===== src/sv/grayscale_bitplane_slicer_top_macros.svh =====
// assertion macros for the grayscale bit-plane slicer
// no dependencies; included by modules that carry concurrent checks
`ifndef GRAYSCALE_BITPLANE_SLICER_TOP_MACROS_SVH
`define GRAYSCALE_BITPLANE_SLICER_TOP_MACROS_SVH
`ifndef SYNTHESIS
`define GBS_ASSERT_IMP(lbl, clk, rst_n, ante, cons) \
  lbl: assert property (@(posedge clk) disable iff (!rst_n) (ante) |-> (cons)) \
    else $error("gbs assertion failed");
`define GBS_ASSERT_NXT(lbl, clk, rst_n, ante, cons) \
  lbl: assert property (@(posedge clk) disable iff (!rst_n) (ante) |=> (cons)) \
    else $error("gbs assertion failed");
`else
`define GBS_ASSERT_IMP(lbl, clk, rst_n, ante, cons)
`define GBS_ASSERT_NXT(lbl, clk, rst_n, ante, cons)
`endif
`endif


===== src/sv/gbs_pkg.sv =====
// shared constants, types and tables of the grayscale bit-plane slicer
// no dependencies
package gbs_pkg;

  localparam int MAX_PLANES  = 8;
  localparam int MAX_BYTES   = 4096;
  localparam int PLANE_W     = 3;
  localparam int BYTE_IDX_W  = 12;
  localparam int LIMIT_W     = 13;
  localparam int NPLANES_W   = 4;
  localparam int PIXEL_W     = 8;
  localparam int THR_W       = 12;

  localparam logic [PIXEL_W-1:0] MASK_MSB = 8'h80;

  // configuration register indexes
  localparam logic REG_NUM_PLANES  = 1'b0;
  localparam logic REG_IMAGE_BYTES = 1'b1;

  typedef logic [MAX_PLANES-1:0][PIXEL_W-1:0] plane_bytes_t;

  // one packed byte per plane, handed over on the eighth pixel of a group
  typedef struct packed {
    logic                  load;
    plane_bytes_t          bytes;
    logic [PLANE_W-1:0]    last_plane;
    logic [BYTE_IDX_W-1:0] byte_index;
  } burst_t;

  // threshold step 255 / planes, indexed by planes - 1
  localparam logic [PIXEL_W-1:0] STEP_TABLE [MAX_PLANES] = '{
    8'd255, 8'd127, 8'd85, 8'd63, 8'd51, 8'd42, 8'd36, 8'd31
  };

endpackage


===== src/sv/gbs_slicer.sv =====
// thresholds each pixel against the plane levels and packs the bits
// depends on gbs_pkg
module gbs_slicer (
  input  logic                              clk,
  input  logic                              rst_n,
  input  logic [gbs_pkg::NPLANES_W-1:0]     num_planes,
  input  logic [gbs_pkg::LIMIT_W-1:0]       image_bytes,
  input  logic                              pix_take,
  input  logic [gbs_pkg::PIXEL_W-1:0]       pixel,
  output logic                              group_end,
  output gbs_pkg::burst_t                   burst
);

  logic [2:0]                        bitpos_r;
  logic [gbs_pkg::BYTE_IDX_W-1:0]    bcount_r;
  gbs_pkg::plane_bytes_t             acc_r;
  gbs_pkg::plane_bytes_t             acc_nxt;
  logic [gbs_pkg::PLANE_W-1:0]       last_plane;
  logic [gbs_pkg::PIXEL_W-1:0]       step;
  logic [gbs_pkg::PIXEL_W-1:0]       mask;
  logic [gbs_pkg::LIMIT_W-1:0]       limit;
  logic                              wrap;

  always_comb begin
    if (num_planes == '0) begin
      last_plane = '0;
    end else if (num_planes > gbs_pkg::NPLANES_W'(gbs_pkg::MAX_PLANES)) begin
      last_plane = gbs_pkg::PLANE_W'(gbs_pkg::MAX_PLANES - 1);
    end else begin
      last_plane = gbs_pkg::PLANE_W'(num_planes - 4'd1);
    end
    step = gbs_pkg::STEP_TABLE[last_plane];
    mask = gbs_pkg::MASK_MSB >> bitpos_r;
  end

  // plane j takes a 1 when the pixel is at or below (j+1)*step
  always_comb begin
    logic [gbs_pkg::THR_W-1:0] thr;
    for (int j = 0; j < gbs_pkg::MAX_PLANES; j++) begin
      thr = gbs_pkg::THR_W'(j + 1) * gbs_pkg::THR_W'(step);
      if ((gbs_pkg::THR_W'(pixel) <= thr) &&
          (gbs_pkg::PLANE_W'(j) <= last_plane)) begin
        acc_nxt[j] = acc_r[j] | mask;
      end else begin
        acc_nxt[j] = acc_r[j];
      end
    end
  end

  always_comb begin
    if ((image_bytes == '0) ||
        (image_bytes > gbs_pkg::LIMIT_W'(gbs_pkg::MAX_BYTES))) begin
      limit = gbs_pkg::LIMIT_W'(gbs_pkg::MAX_BYTES);
    end else begin
      limit = image_bytes;
    end
    wrap = ({1'b0, bcount_r} + 13'd1) >= limit;
  end

  assign group_end        = (bitpos_r == 3'd7);
  assign burst.load       = pix_take && group_end;
  assign burst.bytes      = acc_nxt;
  assign burst.last_plane = last_plane;
  assign burst.byte_index = bcount_r;

  always_ff @(posedge clk) begin
    if (!rst_n) begin
      bitpos_r <= '0;
      bcount_r <= '0;
      acc_r    <= '0;
    end else if (pix_take) begin
      if (group_end) begin
        bitpos_r <= '0;
        acc_r    <= '0;
        bcount_r <= wrap ? '0 : bcount_r + 12'd1;
      end else begin
        bitpos_r <= bitpos_r + 3'd1;
        acc_r    <= acc_nxt;
      end
    end
  end

endmodule


===== src/sv/gbs_burst.sv =====
// output register that sends one packed byte per active plane, one per cycle while out_stall is low
// depends on gbs_pkg and the assertion macro header
`include "grayscale_bitplane_slicer_top_macros.svh"
module gbs_burst (
  input  logic                              clk,
  input  logic                              rst_n,
  input  gbs_pkg::burst_t                   burst,
  output logic                              free,
  output logic                              out_valid,
  input  logic                              out_stall,
  output logic [gbs_pkg::PLANE_W-1:0]       out_plane_index,
  output logic [gbs_pkg::BYTE_IDX_W-1:0]    out_byte_index,
  output logic [gbs_pkg::PIXEL_W-1:0]       out_plane_byte,
  output logic                              out_last_of_burst
);

  logic                              busy_r;
  logic [gbs_pkg::PLANE_W-1:0]       ptr_r;
  logic [gbs_pkg::PLANE_W-1:0]       last_r;
  logic [gbs_pkg::BYTE_IDX_W-1:0]    idx_r;
  gbs_pkg::plane_bytes_t             bytes_r;
  gbs_pkg::plane_bytes_t             bytes_nxt;
  logic                              take;
  logic                              at_last;

  assign take    = busy_r && !out_stall;
  assign at_last = (ptr_r == last_r);
  // a new burst may load in the cycle the final byte leaves
  assign free    = !busy_r || (!out_stall && at_last);

  always_comb begin
    for (int i = 0; i < gbs_pkg::MAX_PLANES - 1; i++) begin
      bytes_nxt[i] = bytes_r[i+1];
    end
    bytes_nxt[gbs_pkg::MAX_PLANES-1] = '0;
  end

  always_ff @(posedge clk) begin
    if (!rst_n) begin
      busy_r <= 1'b0;
      ptr_r  <= '0;
      last_r <= '0;
    end else if (burst.load) begin
      busy_r <= 1'b1;
      ptr_r  <= '0;
      last_r <= burst.last_plane;
    end else if (take) begin
      if (at_last) begin
        busy_r <= 1'b0;
      end else begin
        ptr_r <= ptr_r + 3'd1;
      end
    end
  end

  always_ff @(posedge clk) begin
    if (burst.load) begin
      bytes_r <= burst.bytes;
      idx_r   <= burst.byte_index;
    end else if (take && !at_last) begin
      bytes_r <= bytes_nxt;
    end
  end

  assign out_valid         = busy_r;
  assign out_plane_index   = ptr_r;
  assign out_byte_index    = idx_r;
  assign out_plane_byte    = bytes_r[0];
  assign out_last_of_burst = at_last;

  `GBS_ASSERT_IMP(a_load_when_free, clk, rst_n, burst.load, free)
  `GBS_ASSERT_IMP(a_ptr_in_range, clk, rst_n, busy_r, ptr_r <= last_r)
  `GBS_ASSERT_NXT(a_drain_ends, clk, rst_n, take && at_last && !burst.load, !busy_r)
  `GBS_ASSERT_NXT(a_hold_stalled, clk, rst_n, busy_r && out_stall && !burst.load,
                  busy_r && $stable(ptr_r))

endmodule


===== src/sv/grayscale_bitplane_slicer_top.sv =====
// top level of the grayscale bit-plane slicer: config registers and handshake
// depends on gbs_pkg, gbs_slicer and gbs_burst
//
// Takes one 8-bit pixel per cycle while in_stall is low and slices it into
// 1..8 bit planes against thresholds j*floor(255/planes). Every eighth pixel
// loads one packed byte per active plane into the output register, which sends
// them one per cycle while out_stall is low, plane 0 first, with last_of_burst
// on the final plane. The eighth pixel of a group is held off only while the
// previous burst still has bytes waiting beyond the one leaving this cycle, so
// with the output side not stalled the block sustains one pixel per cycle at
// any plane count. Write configuration only while idle.
module grayscale_bitplane_slicer_top (
  input  logic                              clk,
  input  logic                              rst_n,
  input  logic                              cfg_we,
  input  logic                              cfg_index,
  input  logic [gbs_pkg::LIMIT_W-1:0]       cfg_wdata,
  input  logic                              in_valid,
  output logic                              in_stall,
  input  logic [gbs_pkg::PIXEL_W-1:0]       in_pixel,
  output logic                              out_valid,
  input  logic                              out_stall,
  output logic [gbs_pkg::PLANE_W-1:0]       out_plane_index,
  output logic [gbs_pkg::BYTE_IDX_W-1:0]    out_byte_index,
  output logic [gbs_pkg::PIXEL_W-1:0]       out_plane_byte,
  output logic                              out_last_of_burst
);

  logic [gbs_pkg::NPLANES_W-1:0]   num_planes_r;
  logic [gbs_pkg::LIMIT_W-1:0]     image_bytes_r;
  logic                            group_end;
  logic                            free;
  logic                            pix_take;
  gbs_pkg::burst_t                 burst;

  always_ff @(posedge clk) begin
    if (!rst_n) begin
      num_planes_r  <= 4'd6;
      image_bytes_r <= 13'd3840;
    end else if (cfg_we) begin
      case (cfg_index)
        gbs_pkg::REG_NUM_PLANES: begin
          num_planes_r <= cfg_wdata[gbs_pkg::NPLANES_W-1:0];
        end
        gbs_pkg::REG_IMAGE_BYTES: begin
          image_bytes_r <= cfg_wdata;
        end
        default: begin
        end
      endcase
    end
  end

  assign in_stall = group_end && !free;
  assign pix_take = in_valid && !in_stall;

  gbs_slicer u_slicer (
    .clk         (clk),
    .rst_n       (rst_n),
    .num_planes  (num_planes_r),
    .image_bytes (image_bytes_r),
    .pix_take    (pix_take),
    .pixel       (in_pixel),
    .group_end   (group_end),
    .burst       (burst)
  );

  gbs_burst u_burst (
    .clk               (clk),
    .rst_n             (rst_n),
    .burst             (burst),
    .free              (free),
    .out_valid         (out_valid),
    .out_stall         (out_stall),
    .out_plane_index   (out_plane_index),
    .out_byte_index    (out_byte_index),
    .out_plane_byte    (out_plane_byte),
    .out_last_of_burst (out_last_of_burst)
  );

endmodule


===== config.mk =====
export PLATFORM = sky130hd
export DESIGN_NAME = grayscale_bitplane_slicer_top
export DESIGN_NICKNAME = d
export VERILOG_FILES = /design/src/sv/gbs_pkg.sv /design/src/sv/gbs_slicer.sv /design/src/sv/gbs_burst.sv /design/src/sv/grayscale_bitplane_slicer_top.sv
export VERILOG_INCLUDE_DIRS = /design/src /design/src/sv
export SDC_FILE = /design/constraint.sdc
export NUM_CORES = 1
export LEC_CHECK = 0
export BUFFER_PORTS_ARGS = -buffer_cell sky130_fd_sc_hd__buf_4
export CAP_MARGIN = 20
export CORE_ASPECT_RATIO = 0.5
export CORE_MARGIN = 2
export CORE_UTILIZATION = 40
export DETAILED_ROUTE_END_ITERATION = 8
export SLEW_MARGIN = 25
export SYNTH_ARGS = -nofsm -noshare
export SYNTH_HDL_FRONTEND = slang
export SYNTH_SLANG_ARGS = --single-unit

===== constraint.sdc =====
create_clock -name clk -period 8.65 [get_ports clk]
set_input_delay 1.73 -clock clk [delete_from_list [all_inputs] [get_ports clk]]
set_output_delay 1.73 -clock clk [all_outputs]
set_load 0.01 [all_outputs]

# Word-level counts from Yosys, hierarchy flattened

Memories as Yosys holds them, arrays and structs flattened.
Index checks and enable logic that the tools add are counted.

Logic and storage cells: 122
Memory bits (writable): 0
Output and inout port bits: 26
Input port bits: 27
Flip-flop bits (word level): 179
Memories: 1
Bits in latches: 0
Memory bits (read-only): 64

Memory list:

| name            | depth | bits a word | read ports | clocked after Yosys merged registers in | write ports | line             | source |
|---|---|---|---|---|---|---|---|
| (no name shown) | 8     | 8           | 1          | 0                                       | 0           | gbs_slicer.sv:32 | `step = gbs_pkg::STEP_TABLE[last_plane];` |

Muxes and demuxes: 21
Divide/modulo/power cells: 0
Multipliers: 4
Reductions and logical operators: 32
Magnitude comparators: 20
Shift-type cells: 1
Bitwise gates (word level): 12
Add/sub/neg operators: 5
Equality and inequality tests: 2

Operator list:

| cell                  | count |
|---|---|
| $mux 64               | 3 |
| $mux 8                | 10 |
| $or 8x8->8            | 8 |
| $le 8x11->1           | 4 |
| $mul 3x8->11 const A  | 2 |
| $le 8x10->1           | 2 |
| $mul 2x8->10 const A  | 2 |
| $logic_and 1x1->1     | 14 |
| $add 12x1->13 const B | 1 |
| $ge 13x13->1          | 1 |
| $gt 13x13->1 const B  | 1 |
| $logic_not 13->1      | 1 |
| $mux 13               | 1 |
| $add 12x1->12 const B | 1 |
| $le 3x3->1 const A    | 4 |
| $mux 12               | 1 |
| $reduce_and 2->1      | 5 |
| $le 8x9->1            | 1 |
| $mux 3                | 3 |
| $le 8x8->1            | 1 |
| $shr 8x3->8 const A   | 1 |
| $add 3x1->3 const B   | 2 |
| $le 1x3->1 const A    | 2 |
| $le 2x3->1 const A    | 2 |
| other kinds (13)      | 24 |

# Depth between registers and ports, before layout

Depth after elaboration: 12
Gate-level depth with buffers: 27

# Modules after synthesis

Synthesis repeated with hierarchy kept, for this count alone.

Cells, all modules: 1,007
Area total of the unflattened synthesis: 10,466.3 um2

By module, submodules not included:

| module                        | area each (um2) | times used | sequential area each (um2) | cells an instance |
|---|---|---|---|---|
| gbs_slicer                    | 6,337.3         | 1          | 1,581.5                    | 735 |
| gbs_burst                     | 3,445.8         | 1          | 2,422.3                    | 195 |
| grayscale_bitplane_slicer_top | 683.2           | 1          | 340.3                      | 77 |

# Worst setup path before layout

OpenSTA, ideal clock, no wires.

Kind: reg-to-reg
Start point: register num_planes_r[0] in the netlist's numbering
End point: register u_burst.bytes_r, in the netlist u_burst.bytes_nxt[46], data pin
Cell stages (with the launch flop): 27
Buffers on the path: 3
Data required time: 8.378 ns
Setup slack: 3.260 ns
Arrival time: 5.119 ns
Cell sequence: dfxtp_1 -> buf_2 -> inv_1 -> ha_1 -> nor2b_1 -> buf_4 -> nor2_1 -> o21ai_1 -> inv_1 -> ha_1 -> or3_1 -> inv_1 -> ha_1 -> xor2_1 -> o32a_1 -> a21oi_1 -> nor2_1 -> xor2_1 -> ha_1 -> nor2_1 -> a2111oi_0 -> o21ai_0 -> a211oi_1 -> o311ai_0 -> and4bb_4 -> buf_6 -> o31ai_4

RTL lines:

| item                     | line                                | source |
|---|---|---|
| start: declaration       | grayscale_bitplane_slicer_top.sv:29 | `logic [gbs_pkg::NPLANES_W-1:0] num_planes_r;` |
| start signal: assignment | grayscale_bitplane_slicer_top.sv:43 | `num_planes_r <= cfg_wdata[gbs_pkg::NPLANES_W-1:0];` |
| end signal: assignment   | gbs_burst.sv:58                     | `bytes_r <= burst.bytes;` |
| end signal: assignment   | gbs_burst.sv:61                     | `bytes_r <= bytes_nxt;` |
| end: declaration         | gbs_burst.sv:21                     | `gbs_pkg::plane_bytes_t bytes_r;` |

# Final worst setup path

Start point: register num_planes_r[0] in the netlist's numbering
End point: register u_burst.bytes_r, in the netlist u_burst.bytes_nxt[41], data pin

Cells in the longest elaborated chain, start to end: 12
Elaborated cells between the ends (all ways): 15
Those cells by class: add/sub (1); mul (1); order compare (3); mux (6); bitwise (1); reduce/logical (2); memory (1)

Ends and longest elaborated chain:

| item                                       | line                               | source |
|---|---|---|
| $gt 4x4->1 or $sub 3x1->3 (tied branches)  | gbs_slicer.sv:27, gbs_slicer.sv:30 |  |
| $mux 3                                     | gbs_slicer.sv:27                   | `end else if (num_planes > gbs_pkg::NPLANES_W'(gbs_pkg::MAX_PLANES)) begin` |
| $mux 3 *                                   | gbs_slicer.sv:25                   | `if (num_planes == '0) begin` |
| $not 3->4 (not written as such)            | gbs_slicer.sv:32                   |  |
| $mem_v2 8x8                                | --                                 |  |
| $mux 8 (not written as such) (2 in series) | gbs_slicer.sv:32                   |  |
| $mul 3x8->11                               | gbs_slicer.sv:40                   | `thr = gbs_pkg::THR_W'(j + 1) * gbs_pkg::THR_W'(step);` |
| $le 8x11->1                                | gbs_slicer.sv:41                   | `if ((gbs_pkg::THR_W'(pixel) <= thr) &&` |
| $logic_and 1x1->1 *                        | gbs_slicer.sv:41                   |  |
| $mux 8 *                                   | gbs_slicer.sv:41                   |  |
| $mux 64 *                                  | gbs_burst.sv:57                    | `if (burst.load) begin` |

Mark *: on every way between the ends. The rest lies on a longest branch, timed or not. The select of a mux whose other input is x is not followed.
A chain may end at the register's enable or synchronous reset.

==> flow_results.xml <==
<?xml version="1.0" encoding="UTF-8"?>
<metrics>
  <group name="cells_and_area">
    <metric name="layout-drive-gt1-share" unit="%">11.7</metric>
    <metric name="n_antenna_cell" unit="">0</metric>
    <metric name="finalNonFillerCells" unit="">1467</metric>
    <metric name="area_growth_syn_to_layout" unit="%">13.2</metric>
    <metric name="finalNetCount" unit="">1240</metric>
  </group>
  <group name="placement">
    <metric name="portBuffers" unit="">52</metric>
    <metric name="place_hpwl" unit="um">18400</metric>
    <metric name="gp_routability_congestion" unit="">0.881</metric>
    <metric name="placedCellCount" unit="">1434</metric>
  </group>
  <group name="sta">
    <metric name="hold_viol" unit="">0</metric>
    <metric name="max-slew-margin-rel" unit="%">31.7</metric>
    <metric name="post_layout_min_period" unit="ns">6.52</metric>
    <metric name="finalSetupViolCount" unit="">0</metric>
    <metric name="timing.setup.tns" unit="ns">0</metric>
    <metric name="grt_setup_unrepaired" unit="">no</metric>
    <metric name="achievable-frequency" unit="GHz">0.153</metric>
    <metric name="worst_case_clock_skew" unit="ns">0.00986</metric>
    <metric name="transition_time_at_the_pin_with_the_least_slew_margin" unit="ns">1.02</metric>
    <metric name="slew_violations" unit="">0</metric>
    <metric name="final.period_utilization" unit="%">75.4</metric>
  </group>
  <group name="flow_run">
    <metric name="cap_viol_max_count" unit="">0</metric>
  </group>
  <group name="clock_network">
    <metric name="cts-buffers-inserted" unit="">17</metric>
    <metric name="ctsHtreeMaxLevel" unit="">4</metric>
    <metric name="clkSlewWorstSetupHoldPaths" unit="ns">0.07</metric>
    <metric name="cts_setup_buffers" unit="">0</metric>
    <metric name="ctsHoldBuffers" unit="">0</metric>
    <metric name="clock_latency" unit="ns">0.44</metric>
    <metric name="tritoncts" unit="">yes</metric>
    <metric name="cts-root-buf" unit="">sky130_fd_sc_hd__clkbuf_16</metric>
    <metric name="maximum_root_to_sink_buffer_count" unit="">2</metric>
    <metric name="tritoncts_num_sinks" unit="">179</metric>
    <metric name="cts_resized" unit="">0</metric>
  </group>
  <group name="synth">
    <metric name="synth_cell_area" unit="sq um">10100</metric>
    <metric name="ys_seq_area_share" unit="%">42.8</metric>
    <metric name="netlist-cell-type-count" unit="">75</metric>
    <metric name="count_of_flip_flops_with_a_built_in_enable_after_synthesis" unit="">76</metric>
    <metric name="synth.ff_latch_count" unit="">179</metric>
    <metric name="synth.yosys.warnings" unit="">0</metric>
    <metric name="leading_register_cell_type_out_of_synthesis" unit="">sky130_fd_sc_hd__dfxtp_1</metric>
    <metric name="async_reset_ff_share" unit="%">0</metric>
    <metric name="post_synth.cell_area_avg" unit="sq um">9.42</metric>
    <metric name="netlist_instances" unit="">1076</metric>
    <metric name="synth_nets" unit="">1206</metric>
  </group>
  <group name="power_and_ir_drop">
    <metric name="clock_power_share" unit="%">34.8</metric>
    <metric name="vdd.ir_drop.worst" unit="mV">0.138</metric>
    <metric name="power_density" unit="nW/um^2">197</metric>
    <metric name="switching_power" unit="W">0.000744</metric>
    <metric name="power.share.sequential" unit="%">39.9</metric>
    <metric name="power_switching_share" unit="%">32.9</metric>
    <metric name="cellInternalPower" unit="W">0.00152</metric>
    <metric name="combinational_power_share" unit="%">25.3</metric>
    <metric name="power_leakage" unit="nW">4.67</metric>
  </group>
  <group name="worst_setup_path">
    <metric name="worst_ep_arrival_time" unit="ns">6.70</metric>
    <metric name="cp_slowest_cell" unit="">sky130_fd_sc_hd__ha_1</metric>
    <metric name="worstSetupPathType" unit="">register to register</metric>
    <metric name="cp_num_buf_inv" unit="">1</metric>
    <metric name="timing.critical_path.to_type" unit="">register</metric>
    <metric name="worst_setup_path_start_kind" unit="">register</metric>
    <metric name="cp_slowest_stage_delay" unit="ns">0.53</metric>
    <metric name="critical-path-top-delay-family" unit="">compound AO/OA/AOI/OAI gates</metric>
    <metric name="worstPathCellList" unit="">inv_1, ha_1, nor2b_1, nor2_1, o21ai_1, ha_1, a21boi_1, mux2i_1, ha_1, ha_1, o211ai_1, a21oi_1, nor2_1, xor2_1, ha_1, nor2_1, a2111oi_0, o21ai_0, a211oi_1, o311ai_0, and4bb_4, o31ai_1</metric>
    <metric name="timing.critical_path.mode_cell" unit="">sky130_fd_sc_hd__ha_1</metric>
    <metric name="worstPathMaxFanout" unit="">15</metric>
    <metric name="worst_ep_required_time" unit="ns">8.83</metric>
  </group>
  <group name="floorplanning">
    <metric name="num_rows" unit="">41</metric>
    <metric name="fp.dieArea" unit="sq um">26700</metric>
    <metric name="dieWidth" unit="um">229</metric>
    <metric name="die_height" unit="um">117</metric>
    <metric name="initial_core_util" unit="%">40.5</metric>
    <metric name="core_area" unit="sq um">25000</metric>
    <metric name="top_level_ports" unit="">53</metric>
  </group>
  <group name="global_route">
    <metric name="global_route_wire_length_before_repair" unit="um">41700</metric>
    <metric name="maximum_number_of_pins_on_one_net_before_global_route_repair" unit="">60</metric>
    <metric name="grt_antenna_before_repair" unit="">0</metric>
    <metric name="grt_pass1_vias" unit="">7665</metric>
    <metric name="track_usage" unit="%">20.0</metric>
    <metric name="grt_remaining_overflow" unit="">0</metric>
  </group>
  <group name="hold_path">
    <metric name="kind_of_path_behind_the_tightest_hold_check" unit="">register to register</metric>
  </group>
  <group name="outcome">
    <metric name="run_status" unit="">finished, final reports clean</metric>
  </group>
  <group name="detailed_routing">
    <metric name="postRouteWirelength" unit="um">26500</metric>
    <metric name="antenna_left" unit="">0</metric>
    <metric name="vias_per_cell" unit="">5.55</metric>
    <metric name="drt_first_pass_iters" unit="">5</metric>
    <metric name="routed_wire_length_per_instance" unit="um">18.1</metric>
    <metric name="drt-initial-drc-count" unit="">645</metric>
    <metric name="detail_route.drc_violations" unit="">0</metric>
    <metric name="via_count" unit="">8147</metric>
  </group>
</metrics>
-- cell usage in the layout, fill, tap and decap left out, types with 9 or more instances in the layout --
cell                        synthesis  routed
sky130_fd_sc_hd__nand2_1           94      94
sky130_fd_sc_hd__mux2i_1           19      19
sky130_fd_sc_hd__ha_1             100     100
sky130_fd_sc_hd__nand3_1           18      18
sky130_fd_sc_hd__a31oi_1           38      38
sky130_fd_sc_hd__and3_1            11      11
sky130_fd_sc_hd__nand2b_1          17      17
sky130_fd_sc_hd__xnor2_1           11      11
sky130_fd_sc_hd__dfxtp_1          103     103
sky130_fd_sc_hd__xor2_1            16      16
sky130_fd_sc_hd__a21oi_1           85      82
sky130_fd_sc_hd__nor2_1           125     124
sky130_fd_sc_hd__buf_4              2      66
sky130_fd_sc_hd__nor2b_1           18      18
sky130_fd_sc_hd__o21a_1            51      51
sky130_fd_sc_hd__o21ai_0           32      32
sky130_fd_sc_hd__edfxtp_1          76      76
sky130_fd_sc_hd__clkbuf_16          0      17
sky130_fd_sc_hd__nor3_1            33      33
sky130_fd_sc_hd__inv_1             41      41
sky130_fd_sc_hd__nand4_1            9       9
sky130_fd_sc_hd__or3_1              9       9
sky130_fd_sc_hd__o31ai_1           12      11
-- metrics by stage --
stage | utilization (%) | power, W | setup WS (ns) | instance area [sq um] | hold WS, ns
detailed placement | 43.4 | 0.00149 | 2.13 | 10900 | 0.443
global route | 45.9 | 0.00237 | 1.49 | 11500 | 0.486
CTS | 45.8 | 0.00227 | 2.08 | 11500 | 0.459
floorplan | - | 0.00130 | 3.26 | 10100 | 0.408
global placement | 43.4 | 0.00147 | 2.53 | 10900 | 0.427
finish | 45.9 | 0.00226 | 2.13 | 11500 | 0.449
-- cell type report --
class                           instances  area [sq um]
Clock inverter                         14           158
Clock buffer                           18           439
Inverter                               44           166
Multi-Input combinational cell        801          5440
Fill cell                            2423         13600
Tap cell                              344           430
Timing Repair Buffer                   67           507
Sequential cell                       179          4340
-- cells in the mapped netlist (4+ instances only) --
master                     instances  area share, %
sky130_fd_sc_hd__edfxtp_1         76             23
sky130_fd_sc_hd__xnor2_1          11           0.95
sky130_fd_sc_hd__nor2_1          125            4.6
sky130_fd_sc_hd__nor2b_1          18            1.1
sky130_fd_sc_hd__o21ai_0          32            1.6
sky130_fd_sc_hd__inv_1            41            1.5
sky130_fd_sc_hd__a31oi_1          38            2.3
sky130_fd_sc_hd__or3_1             9           0.56
sky130_fd_sc_hd__and2_1            5           0.31
sky130_fd_sc_hd__buf_6             6           0.67
sky130_fd_sc_hd__nand4_1           9           0.56
sky130_fd_sc_hd__o21a_1           51            3.8
sky130_fd_sc_hd__nand2b_1         17            1.0
sky130_fd_sc_hd__a21o_1            7           0.52
sky130_fd_sc_hd__a21oi_1          85            4.2
sky130_fd_sc_hd__nand3_1          18           0.89
sky130_fd_sc_hd__xor2_1           16            1.4
sky130_fd_sc_hd__clkbuf_1         38            1.4
sky130_fd_sc_hd__a32o_1            7           0.69
sky130_fd_sc_hd__buf_1             4           0.15
sky130_fd_sc_hd__o211ai_1          5           0.37
sky130_fd_sc_hd__nor3_1           33            1.6
sky130_fd_sc_hd__o31ai_1          12           0.89
sky130_fd_sc_hd__or2_2             7           0.43
sky130_fd_sc_hd__dfxtp_1         103             20
sky130_fd_sc_hd__mux2i_1          19            1.9
sky130_fd_sc_hd__ha_1            100             12
sky130_fd_sc_hd__o22ai_1           5           0.31
sky130_fd_sc_hd__nand2_1          94            3.5
sky130_fd_sc_hd__a22o_1            7           0.60
sky130_fd_sc_hd__a22oi_1           4           0.30
sky130_fd_sc_hd__and3_1           11           0.68
sky130_fd_sc_hd__a211oi_1          6           0.44
-- cells by family (layout without fill, tap and decap cells) --
logic type,count (synthesis),after routing,share of synthesized area [%]
xor+xnor,27,27,2.33
buf+inv,96,143,4.10
mux,19,19,1.88
flops,179,179,42.8
simple gates,363,363,16.8
compound gates,288,288,19.1
fa+ha+maj,104,104,13.0
-- path summary, 6_finish.rpt --
path,end,slack [ns],depth (start not counted),startpoint
worst min-delay path,u_burst.out_byte_index[11],0.45,0,u_slicer.bcount_r[11]
worst min register to register,u_burst.out_byte_index[11],0.45,0,u_slicer.bcount_r[11]
worst max register to register,u_burst.bytes_nxt[41],2.13,22,num_planes_r[0]
worst max-delay path,u_burst.bytes_nxt[41],2.13,22,num_planes_r[0]
-- worst register-to-register path, delay by kind of cell, from the launching register on --
kind                       cells  cell delay [ns]
buffers and inverters          1             0.14
AOI/OAI and AO/OA              9             2.23
DFF                            1             0.45
adders and majority gates      5             1.77
muxes                          1             0.32
xor gates and xnor gates       1             0.17
and+or+nand+nor                5             1.20
-- power by group through the flow --
| stage | clock (W) | combinational, W | sequential [W] |
|---|---|---|---|
| CTS | 0.000801 | 0.000569 | 0.000902 |
| finish | 0.000788 | 0.000573 | 0.000903 |
| global route | 0.000833 | 0.000635 | 0.000905 |
| detailed placement | 0 | 0.000564 | 0.000922 |
| floorplan | 0 | 0.000380 | 0.000917 |
| global placement | 0 | 0.000554 | 0.000921 |
-- per-layer routing --
layer	global-route usage [%]	part of all wire (%)
met1	28.4	49
met2	31.5	44
met3	3.64	5.1
met4	5.32	1.4
met5	0	0
-- sequential cells by signal (all words and copies together) (netlist names) --
signal and count:
u_slicer.acc_r 64, u_burst.bytes_nxt 56, image_bytes_r 13, u_burst.out_byte_index 12, u_slicer.bcount_r 12, u_burst.out_plane_byte 8
num_planes_r 4, u_burst.last_r 3, u_burst.out_plane_index 3, u_slicer.bitpos_r 3, u_burst.out_valid 1
(Power assumes the default switching activity.)
